**src/rtl/lvc_pkg.sv**
```systemverilog
package lvc_pkg;

  // scaling mode codes
  localparam logic [2:0] MODE_NONE       = 3'd0;
  localparam logic [2:0] MODE_STRETCH    = 3'd1;
  localparam logic [2:0] MODE_ASPECT     = 3'd2;
  localparam logic [2:0] MODE_INT_ASPECT = 3'd3;
  localparam logic [2:0] MODE_INT_EXACT  = 3'd4;

  // register indexes (word address)
  localparam logic [1:0] REG_RENDER_W = 2'd0;
  localparam logic [1:0] REG_RENDER_H = 2'd1;
  localparam logic [1:0] REG_MODE     = 2'd2;

  typedef enum logic [3:0] {
    S_IDLE,
    S_DISP,
    S_MUL1,
    S_MUL2,
    S_CMP,
    S_ADIV,
    S_GCD,
    S_GDIV1,
    S_GDIV2,
    S_SDIV1,
    S_SDIV2,
    S_MULW,
    S_MULH,
    S_FIN
  } lvc_state_e;

  typedef struct packed {
    logic start;
    logic wide;
  } lvc_div_req_t;

  typedef struct packed {
    logic busy;
    logic done;
  } lvc_div_sts_t;

endpackage

```
**src/rtl/lvc_div.sv**
```systemverilog
module lvc_div import lvc_pkg::*; #(
  parameter int DIM_BITS = 16
) (
  input  logic                    clk_i,
  input  logic                    rst_ni,
  input  lvc_div_req_t            req_i,
  input  logic [2*DIM_BITS-1:0]   dividend_i,
  input  logic [DIM_BITS-1:0]     divisor_i,
  output lvc_div_sts_t            sts_o,
  output logic [DIM_BITS-1:0]     quotient_o
);

  localparam int CntW = $clog2(2*DIM_BITS+1);

  logic [DIM_BITS-1:0]   rem_q;
  logic [2*DIM_BITS-1:0] quo_q;
  logic [DIM_BITS-1:0]   dvs_q;
  logic [CntW-1:0]       cnt_q;
  logic                  busy_q;
  logic                  done_q;

  logic [DIM_BITS:0] shifted;
  logic [DIM_BITS:0] diff;
  logic              take;

  // one restoring step per cycle
  assign shifted = {rem_q, quo_q[2*DIM_BITS-1]};
  assign diff    = shifted - {1'b0, dvs_q};
  assign take    = ~diff[DIM_BITS];

  always_ff @(posedge clk_i or negedge rst_ni) begin
    if (!rst_ni) begin
      busy_q <= 1'b0;
      done_q <= 1'b0;
      cnt_q  <= '0;
    end else begin
      done_q <= 1'b0;
      if (req_i.start && !busy_q) begin
        busy_q <= 1'b1;
        cnt_q  <= req_i.wide ? CntW'(2*DIM_BITS) : CntW'(DIM_BITS);
      end else if (busy_q) begin
        cnt_q <= cnt_q - CntW'(1);
        if (cnt_q == CntW'(1)) begin
          busy_q <= 1'b0;
          done_q <= 1'b1;
        end
      end
    end
  end

  always_ff @(posedge clk_i) begin
    if (req_i.start && !busy_q) begin
      rem_q <= '0;
      dvs_q <= divisor_i;
      quo_q <= req_i.wide ? dividend_i : {dividend_i[DIM_BITS-1:0], {DIM_BITS{1'b0}}};
    end else if (busy_q) begin
      rem_q <= take ? diff[DIM_BITS-1:0] : shifted[DIM_BITS-1:0];
      quo_q <= {quo_q[2*DIM_BITS-2:0], take};
    end
  end

  assign sts_o.busy = busy_q;
  assign sts_o.done = done_q;
  assign quotient_o = quo_q[DIM_BITS-1:0];

endmodule

```
**src/rtl/letterbox_viewport_calc_top.sv**
```systemverilog
// channel   direction  handshake                     payload
// command   in         start & !busy                 window_width_i, window_height_i
// result    out        done_o, one cycle, no stall   view_width_o, view_height_o,
//                                                    offset_x_o, offset_y_o
// config    in         apb, psel&penable&pwrite      render_width, render_height,
//                                                    scaling_mode at 0x0, 0x4, 0x8
//
// from accept, unscaled, stretch, zero render size and unknown mode go straight to finish;
// aspect fit runs one wide restoring division; integer exact runs two narrow divisions;
// integer aspect adds a binary gcd and two more narrow divisions. the shared divider
// yields one quotient bit per cycle. busy stays high for the whole transaction.
// reset clears the sequencer and loads 640 x 480, mode none. the receiver cannot stall.
module letterbox_viewport_calc_top import lvc_pkg::*; #(
  parameter int DIM_BITS = 16
) (
  input  logic                       clk_i,
  input  logic                       rst_ni,
  input  logic                       start,
  output logic                       busy,
  input  logic [DIM_BITS-1:0]        window_width_i,
  input  logic [DIM_BITS-1:0]        window_height_i,
  output logic                       done_o,
  output logic [DIM_BITS-1:0]        view_width_o,
  output logic [DIM_BITS-1:0]        view_height_o,
  output logic signed [DIM_BITS-1:0] offset_x_o,
  output logic signed [DIM_BITS-1:0] offset_y_o,
  input  logic                       psel,
  input  logic                       penable,
  input  logic                       pwrite,
  input  logic [3:0]                 paddr,
  input  logic [31:0]                pwdata,
  output logic [31:0]                prdata,
  output logic                       pready
);

  localparam int KW = $clog2(DIM_BITS+1);

  lvc_state_e state_q, state_d;

  // configuration registers
  logic [DIM_BITS-1:0] rw_q, rh_q;
  logic [2:0]          mode_q;

  // working registers
  logic [DIM_BITS-1:0]   ww_q, wh_q;
  logic [DIM_BITS-1:0]   vw_q, vh_q;
  logic [DIM_BITS-1:0]   a_q, b_q;
  logic [KW-1:0]         k_q;
  logic [DIM_BITS-1:0]   aw_q, ah_q;
  logic [DIM_BITS-1:0]   s1_q, s_q;
  logic [2*DIM_BITS-1:0] p1_q, p2_q;
  logic                  le_q;

  // result registers
  logic                done_q;
  logic [DIM_BITS-1:0] view_width_q, view_height_q;
  logic [DIM_BITS-1:0] offset_x_q, offset_y_q;

  logic accept;
  logic degenerate;

  // shared multiplier
  logic [DIM_BITS-1:0]   mul_a, mul_b;
  logic [2*DIM_BITS-1:0] prod;

  // shared divider
  lvc_div_req_t          div_req;
  lvc_div_sts_t          div_sts;
  logic [2*DIM_BITS-1:0] div_dividend;
  logic [DIM_BITS-1:0]   div_divisor;
  logic [DIM_BITS-1:0]   div_quot;
  logic                  div_state;

  // final clamp and centering
  logic [DIM_BITS-1:0] vw_c, vh_c;
  logic [DIM_BITS:0]   dx, dy, dx_r, dy_r;
  logic [DIM_BITS-1:0] smin;

  logic cfg_wr;

  assign accept     = start && !busy;
  assign degenerate = (rw_q == '0) || (rh_q == '0);
  assign busy       = (state_q != S_IDLE);

  // ---------------------------------------------------------------- apb port
  assign pready = 1'b1;
  assign cfg_wr = psel && penable && pwrite && pready;

  always_ff @(posedge clk_i or negedge rst_ni) begin
    if (!rst_ni) begin
      rw_q   <= DIM_BITS'(640);
      rh_q   <= DIM_BITS'(480);
      mode_q <= MODE_NONE;
    end else if (cfg_wr) begin
      unique case (paddr[3:2])
        REG_RENDER_W: rw_q   <= pwdata[DIM_BITS-1:0];
        REG_RENDER_H: rh_q   <= pwdata[DIM_BITS-1:0];
        REG_MODE:     mode_q <= pwdata[2:0];
        default: ;
      endcase
    end
  end

  always_comb begin
    unique case (paddr[3:2])
      REG_RENDER_W: prdata = 32'(rw_q);
      REG_RENDER_H: prdata = 32'(rh_q);
      REG_MODE:     prdata = 32'(mode_q);
      default:      prdata = '0;
    endcase
  end

  // ---------------------------------------------------------------- sequencer
  always_ff @(posedge clk_i or negedge rst_ni) begin
    if (!rst_ni) begin
      state_q <= S_IDLE;
    end else begin
      state_q <= state_d;
    end
  end

  always_comb begin
    state_d = state_q;
    unique case (state_q)
      S_IDLE: begin
        if (accept) state_d = S_DISP;
      end
      S_DISP: begin
        if (degenerate) begin
          state_d = S_FIN;
        end else begin
          unique case (mode_q)
            MODE_ASPECT:     state_d = S_MUL1;
            MODE_INT_ASPECT: state_d = S_GCD;
            MODE_INT_EXACT:  state_d = S_SDIV1;
            default:         state_d = S_FIN;
          endcase
        end
      end
      S_MUL1:  state_d = S_MUL2;
      S_MUL2:  state_d = S_CMP;
      S_CMP:   state_d = S_ADIV;
      S_ADIV:  if (div_sts.done) state_d = S_FIN;
      S_GCD:   if (a_q == b_q) state_d = S_GDIV1;
      S_GDIV1: if (div_sts.done) state_d = S_GDIV2;
      S_GDIV2: if (div_sts.done) state_d = S_SDIV1;
      S_SDIV1: if (div_sts.done) state_d = S_SDIV2;
      S_SDIV2: if (div_sts.done) state_d = S_MULW;
      S_MULW:  state_d = S_MULH;
      S_MULH:  state_d = S_FIN;
      S_FIN:   state_d = S_IDLE;
      default: state_d = S_IDLE;
    endcase
  end

  // operand selection for the shared units
  always_comb begin
    mul_a        = '0;
    mul_b        = '0;
    div_dividend = '0;
    div_divisor  = '0;
    div_state    = 1'b0;
    div_req.wide = 1'b0;
    unique case (state_q)
      S_MUL1: begin
        mul_a = ww_q;
        mul_b = rh_q;
      end
      S_MUL2: begin
        mul_a = wh_q;
        mul_b = rw_q;
      end
      S_MULW: begin
        mul_a = aw_q;
        mul_b = s_q;
      end
      S_MULH: begin
        mul_a = ah_q;
        mul_b = s_q;
      end
      S_ADIV: begin
        div_state    = 1'b1;
        div_req.wide = 1'b1;
        div_dividend = le_q ? p1_q : p2_q;
        div_divisor  = le_q ? rw_q : rh_q;
      end
      S_GDIV1: begin
        div_state    = 1'b1;
        div_dividend = (2*DIM_BITS)'(rw_q);
        div_divisor  = a_q;
      end
      S_GDIV2: begin
        div_state    = 1'b1;
        div_dividend = (2*DIM_BITS)'(rh_q);
        div_divisor  = a_q;
      end
      S_SDIV1: begin
        div_state    = 1'b1;
        div_dividend = (2*DIM_BITS)'(ww_q);
        div_divisor  = aw_q;
      end
      S_SDIV2: begin
        div_state    = 1'b1;
        div_dividend = (2*DIM_BITS)'(wh_q);
        div_divisor  = ah_q;
      end
      default: ;
    endcase
    // launch once per division state, not in the cycle the previous one lands
    div_req.start = div_state && !div_sts.busy && !div_sts.done;
  end

  assign prod = (2*DIM_BITS)'(mul_a) * (2*DIM_BITS)'(mul_b);

  lvc_div #(
    .DIM_BITS(DIM_BITS)
  ) u_div (
    .clk_i      (clk_i),
    .rst_ni     (rst_ni),
    .req_i      (div_req),
    .dividend_i (div_dividend),
    .divisor_i  (div_divisor),
    .sts_o      (div_sts),
    .quotient_o (div_quot)
  );

  // smaller scale factor, at least one
  always_comb begin
    smin = (s1_q < div_quot) ? s1_q : div_quot;
    if (smin == '0) smin = DIM_BITS'(1);
  end

  // ---------------------------------------------------------------- datapath
  always_ff @(posedge clk_i) begin
    unique case (state_q)
      S_IDLE: begin
        if (accept) begin
          ww_q <= window_width_i;
          wh_q <= window_height_i;
        end
      end
      S_DISP: begin
        // zero view falls out as 1 x 1 in the final clamp
        vw_q <= '0;
        vh_q <= '0;
        a_q  <= rw_q;
        b_q  <= rh_q;
        k_q  <= '0;
        aw_q <= rw_q;
        ah_q <= rh_q;
        if (!degenerate) begin
          if (mode_q == MODE_NONE) begin
            vw_q <= rw_q;
            vh_q <= rh_q;
          end else if (mode_q == MODE_STRETCH) begin
            vw_q <= ww_q;
            vh_q <= wh_q;
          end
        end
      end
      S_MUL1: p1_q <= prod;
      S_MUL2: p2_q <= prod;
      S_CMP: begin
        le_q <= (p1_q <= p2_q);
        if (p1_q <= p2_q) begin
          vw_q <= ww_q;
        end else begin
          vh_q <= wh_q;
        end
      end
      S_ADIV: begin
        if (div_sts.done) begin
          if (le_q) begin
            vh_q <= div_quot;
          end else begin
            vw_q <= div_quot;
          end
        end
      end
      S_GCD: begin
        // binary gcd, one shift or subtract per cycle
        priority if (a_q == b_q) begin
          a_q <= a_q << k_q;
        end else if (!a_q[0] && !b_q[0]) begin
          a_q <= a_q >> 1;
          b_q <= b_q >> 1;
          k_q <= k_q + KW'(1);
        end else if (!a_q[0]) begin
          a_q <= a_q >> 1;
        end else if (!b_q[0]) begin
          b_q <= b_q >> 1;
        end else if (a_q > b_q) begin
          a_q <= a_q - b_q;
        end else begin
          b_q <= b_q - a_q;
        end
      end
      S_GDIV1: if (div_sts.done) aw_q <= div_quot;
      S_GDIV2: if (div_sts.done) ah_q <= div_quot;
      S_SDIV1: if (div_sts.done) s1_q <= div_quot;
      S_SDIV2: if (div_sts.done) s_q <= smin;
      S_MULW:  vw_q <= prod[DIM_BITS-1:0];
      S_MULH:  vh_q <= prod[DIM_BITS-1:0];
      default: ;
    endcase
  end

  // ---------------------------------------------------------------- result
  assign vw_c = (vw_q == '0) ? DIM_BITS'(1) : vw_q;
  assign vh_c = (vh_q == '0) ? DIM_BITS'(1) : vh_q;
  assign dx   = {1'b0, ww_q} - {1'b0, vw_c};
  assign dy   = {1'b0, wh_q} - {1'b0, vh_c};
  // halve toward zero: bias negative values by one before the shift
  assign dx_r = dx + (DIM_BITS+1)'(dx[DIM_BITS]);
  assign dy_r = dy + (DIM_BITS+1)'(dy[DIM_BITS]);

  always_ff @(posedge clk_i or negedge rst_ni) begin
    if (!rst_ni) begin
      done_q <= 1'b0;
    end else begin
      done_q <= (state_q == S_FIN);
    end
  end

  always_ff @(posedge clk_i) begin
    if (state_q == S_FIN) begin
      view_width_q  <= vw_c;
      view_height_q <= vh_c;
      offset_x_q    <= dx_r[DIM_BITS:1];
      offset_y_q    <= dy_r[DIM_BITS:1];
    end
  end

  assign done_o        = done_q;
  assign view_width_o  = view_width_q;
  assign view_height_o = view_height_q;
  assign offset_x_o    = offset_x_q;
  assign offset_y_o    = offset_y_q;

  // ---------------------------------------------------------------- checks
  a_view_nonzero: assert property (@(posedge clk_i) disable iff (!rst_ni)
    done_o |-> (view_width_o != '0) && (view_height_o != '0))
    else $error("zero view dimension on result");

  a_accept_busy: assert property (@(posedge clk_i) disable iff (!rst_ni)
    accept |=> busy)
    else $error("busy not raised after accepted transaction");

  a_done_after_fin: assert property (@(posedge clk_i) disable iff (!rst_ni)
    done_o |-> $past(state_q == S_FIN))
    else $error("result strobe without finish state");

  a_div_done_state: assert property (@(posedge clk_i) disable iff (!rst_ni)
    div_sts.done |-> (state_q == S_ADIV) || (state_q == S_GDIV1) ||
                     (state_q == S_GDIV2) || (state_q == S_SDIV1) ||
                     (state_q == S_SDIV2))
    else $error("divider finished outside a division state");

endmodule
```
**config.mk**
```make
export PLATFORM = sky130hd
export DESIGN_NAME = letterbox_viewport_calc_top
export DESIGN_NICKNAME = d
export VERILOG_FILES = /design/src/rtl/lvc_pkg.sv /design/src/rtl/lvc_div.sv /design/src/rtl/letterbox_viewport_calc_top.sv
export SDC_FILE = /design/constraint.sdc
export NUM_CORES = 2
export LEC_CHECK = 0
export ABC_AREA = 1
export BUFFER_PORTS_ARGS = -buffer_cell sky130_fd_sc_hd__buf_2
export CAP_MARGIN = 20
export CELL_PAD_IN_SITES_DETAIL_PLACEMENT = 0
export CELL_PAD_IN_SITES_GLOBAL_PLACEMENT = 1
export CORE_MARGIN = 8
export CORE_UTILIZATION = 48
export DETAILED_ROUTE_END_ITERATION = 10
export HOLD_SLACK_MARGIN = 0.03
export MAX_ROUTING_LAYER = met4
export PLACE_DENSITY = 0.78
export SYNTH_ARGS = -nofsm -noshare
export SYNTH_HDL_FRONTEND = slang
export SYNTH_HIERARCHICAL = 1
export SYNTH_SLANG_ARGS = --single-unit
```
**constraint.sdc**
```tcl
create_clock -name clk_i -period 12.9 [get_ports clk_i]
set_clock_uncertainty 0.15 [all_clocks]
set_input_delay 1.29 -clock clk_i [delete_from_list [all_inputs] [get_ports clk_i]]
set_output_delay 1.29 -clock clk_i [all_outputs]
set_load 0.02 [all_outputs]
```
==> results.yml <==
run_status:
  status: "finished clean"
routing:
  drt-wirelength-per-cell_um: 22.14
  drt-total-wl_mm: 114.6
  via_per_inst: 5.629
  drt_iter0_drc: 3075
  routed-via-count: 29140
  drcViolationCount: 0
  ant_nets: 0
  drt_pass1_iterations: 6
worst_hold_path:
  hp-class: "flip-flop to flip-flop"
  min_path_cells: 0
  hold_end: "view_width_o[6]"
  min_from: "vw_q[6]"
synth:
  yosysSeqAreaShare_pct: 34.31
  synth_seq_cells: 406
  ys.flop_type: "edfxtp_1"
  yosysTopAreaCellShare_pct: 29.86
  postSynthCellCount: 4137
  synthTopCellsByArea: "edfxtp_1, fa_1, nand2_1"
  ys_types: 72
  synth_top_cell_by_area: "edfxtp_1"
  synthesis.area_mm2: 0.03439
  synth_edf_count: 342
  async_flop_share_pct: 11.82
  ys_warn_count: 6
  avgSynthCellArea_um2: 8.312
clocking:
  cts_setup_buffers: 0
  cts_made_buffers: 49
  cts.reportedPaths.clkPinSlew_ns: 0.06
  cts_hold_buf: 0
  clk_latency_ns: 0.63
  cts_resized: 0
  cts_root_buf: "clkbuf_16"
  clock_sink_count: 406
  h-tree-depth: 2
  cts_tree: "yes"
  clock_path_buffers: 3
finish:
  layout_common_cells: "nand2_1, inv_1, edfxtp_1, nor2_1, ha_1"
  final_common_cell: "nand2_1"
  reg_top3: "p1_q: 32 flops, p2_q: 32 flops, u_div/quo_q: 32 flops"
  multiInputGateArea_mm2: 0.01882
  register_area_mm2: 0.01180
  fin_nets: 4698
  drive_gt1_share_pct: 9.749
  fill_cells: 6878
  area_delta_synth_final_pct: 8.638
sta:
  slew_headroom_pct: 24.97
  period_share_pct: 66.17
  period_minus_slack_ns: 8.536
  worst_slew_pin_slew_ns: 1.122
  setup_tns_ns: 0
  fmax_mhz: 117.2
  slew_viol_final: 0
  hold_viol: 0
  finalSetupViolCount: 0
  layout_setup_ws_ns: 4.364
  grt_setup_unrepaired: "no"
floorplan:
  core_mm2: 0.07124
  rows: 98
  dieArea_mm2: 0.08046
  die_y_um: 283.7
  fp.dieW_um: 283.7
  io_pins: 173
  initial_core_util_pct: 48.27
place:
  placement.io_buffers: 137
  dp_slack_ns: 4.501
  dp_hpwl_mm: 89.97
  routabilityCongestion: 1.023
critical_path:
  worst-r2r-cell-count: 27
  r2r_slack_ns: 4.36
  startpoint_type: "flip-flop"
  r2r_start: "state_q[1]"
  crit_type: "flip-flop to flip-flop"
  critPathMaxFanout: 39
  endpoint_kind: "flip-flop"
  required_ns: 13.16
  reg2reg_to: "p2_q[29]"
  crit_arrival_ns: 8.80
power:
  p_per_area_mw_per_mm2: 213.3
  leakage_uw: 0.01728
  peakVddDrop_mv: 0.1071
grt:
  antenna_found_initial: 2
  grt_pass1_wl_mm: 173.1
  grt_use_total_pct: 28.59
  grt_max_degree: 66
  grt_pass1_vias: 28060
  grt_overflow: 0
job:
  drv_cap: 0
-- cells by family after synthesis --
logic type / Yosys count / synth area share [%]
compound gates: 732 / 12.85
xor+xnor: 93 / 2.598
fa+ha+maj: 436 / 20.21
buf+inv: 957 / 11.21
flops: 406 / 34.31
mux: 1 / 0.02911
other cells: 2 / 0.02184
simple gates: 1510 / 18.76
-- power by group --
| group | internal, uW | switching [uW] | leakage (uW) |
|---|---|---|---|
| registers | 2000 | 391 | 0.00392 |
| clock network | 879 | 596 | 0.000815 |
| logic | 1240 | 2870 | 0.0125 |
| total | 4110 | 3860 | 0.0173 |
-- worst max-delay path, cell delays in order (launching register included) --
cell and delay (ns):
dfrtp_1 0.42, inv_1 0.10, nor2_2 0.05, inv_2 0.10, nor2_4 0.04, buf_4 0.28
inv_2 0.49, o22ai_1 0.12, a21oi_1 0.74, inv_1 0.46, nand2_1 0.21, fa_1 0.46
fa_1 0.59, fa_1 0.45, fa_1 0.54, inv_1 0.05, fa_1 0.48, inv_1 0.06
fa_1 0.48, inv_1 0.04, ha_1 0.34, nand2_1 0.08, inv_1 0.08, nand2_1 0.05
o21ai_0 0.43, a31oi_1 0.35, o21ai_0 0.28, xor2_1 0.31
-- cells in the mapped netlist, drive strengths merged, types with 11 or more instances --
master and instances:
nor2 340, xnor2 26, xor2 67, dfxtp 16, buf 92, fa 199
dfrtp 42, o22ai 110, a22oi 56, a21oi 203, nand3b 16, clkbuf 90
nand3 162, nor4 22, o2111ai 12, o21bai 11, nand4 33, o221ai 20
a31oi 11, inv 770, o21ai 228, edfxtp 342, o211ai 42, ha 237
nor3 18, nand2 906
-- per-layer routing --
| layer | vias to the layer above | part of all wire [%] | track usage [%] |
|---|---|---|---|
| li1 | 13590 | - | - |
| met1 | 13950 | 42 | 38.03 |
| met2 | 1289 | 44 | 43.16 |
| met3 | 313 | 8.6 | 5.123 |
| met4 | 0 | 4.9 | 11.53 |
| met5 | - | 0 | - |
-- area by class of cell --
class	instances	area share, %
sequential	406	31.58
inverter	775	7.787
tap	950	3.182
antenna	1	0.006698
clock inverter	32	1.045
clock buffer	57	3.533
multi-input combinational	2789	50.38
timing repair buffer	167	2.482
-- worst max-delay path by stage --
stage | start | endpoint | slack [ns] | cells past startpoint
2_1_floorplan | state_q[3] | p1_q[27] | 5.95 | 31
3_3_place_gp | state_q[1] | p1_q[29] | 4.54 | 27
3_5_place_dp | state_q[1] | p1_q[29] | 4.50 | 27
4_1_cts | state_q[1] | p1_q[29] | 4.46 | 27
5_1_grt | state_q[1] | p1_q[29] | 4.02 | 27
6_report | state_q[1] | p2_q[29] | 4.36 | 27
-- per-stage QoR --
step | cell area, um2 | utilization [%] | total power [uW] | cells | hold slack, ns
2_1_floorplan | 34440 | - | 5193 | 4152 | 0.2675
3_3_place_gp | 35610 | 49.99 | 6399 | 5085 | 0.2829
3_5_place_dp | 35630 | 50.01 | 6425 | 5086 | 0.2838
4_1_cts | 37340 | 52.41 | 7911 | 5175 | 0.2694
5_1_grt | 37360 | 52.44 | 8494 | 5177 | 0.2848
6_report | 37360 | 52.44 | 7968 | 5177 | 0.2784
No activity file was read; power rests on OpenSTA's default activity.
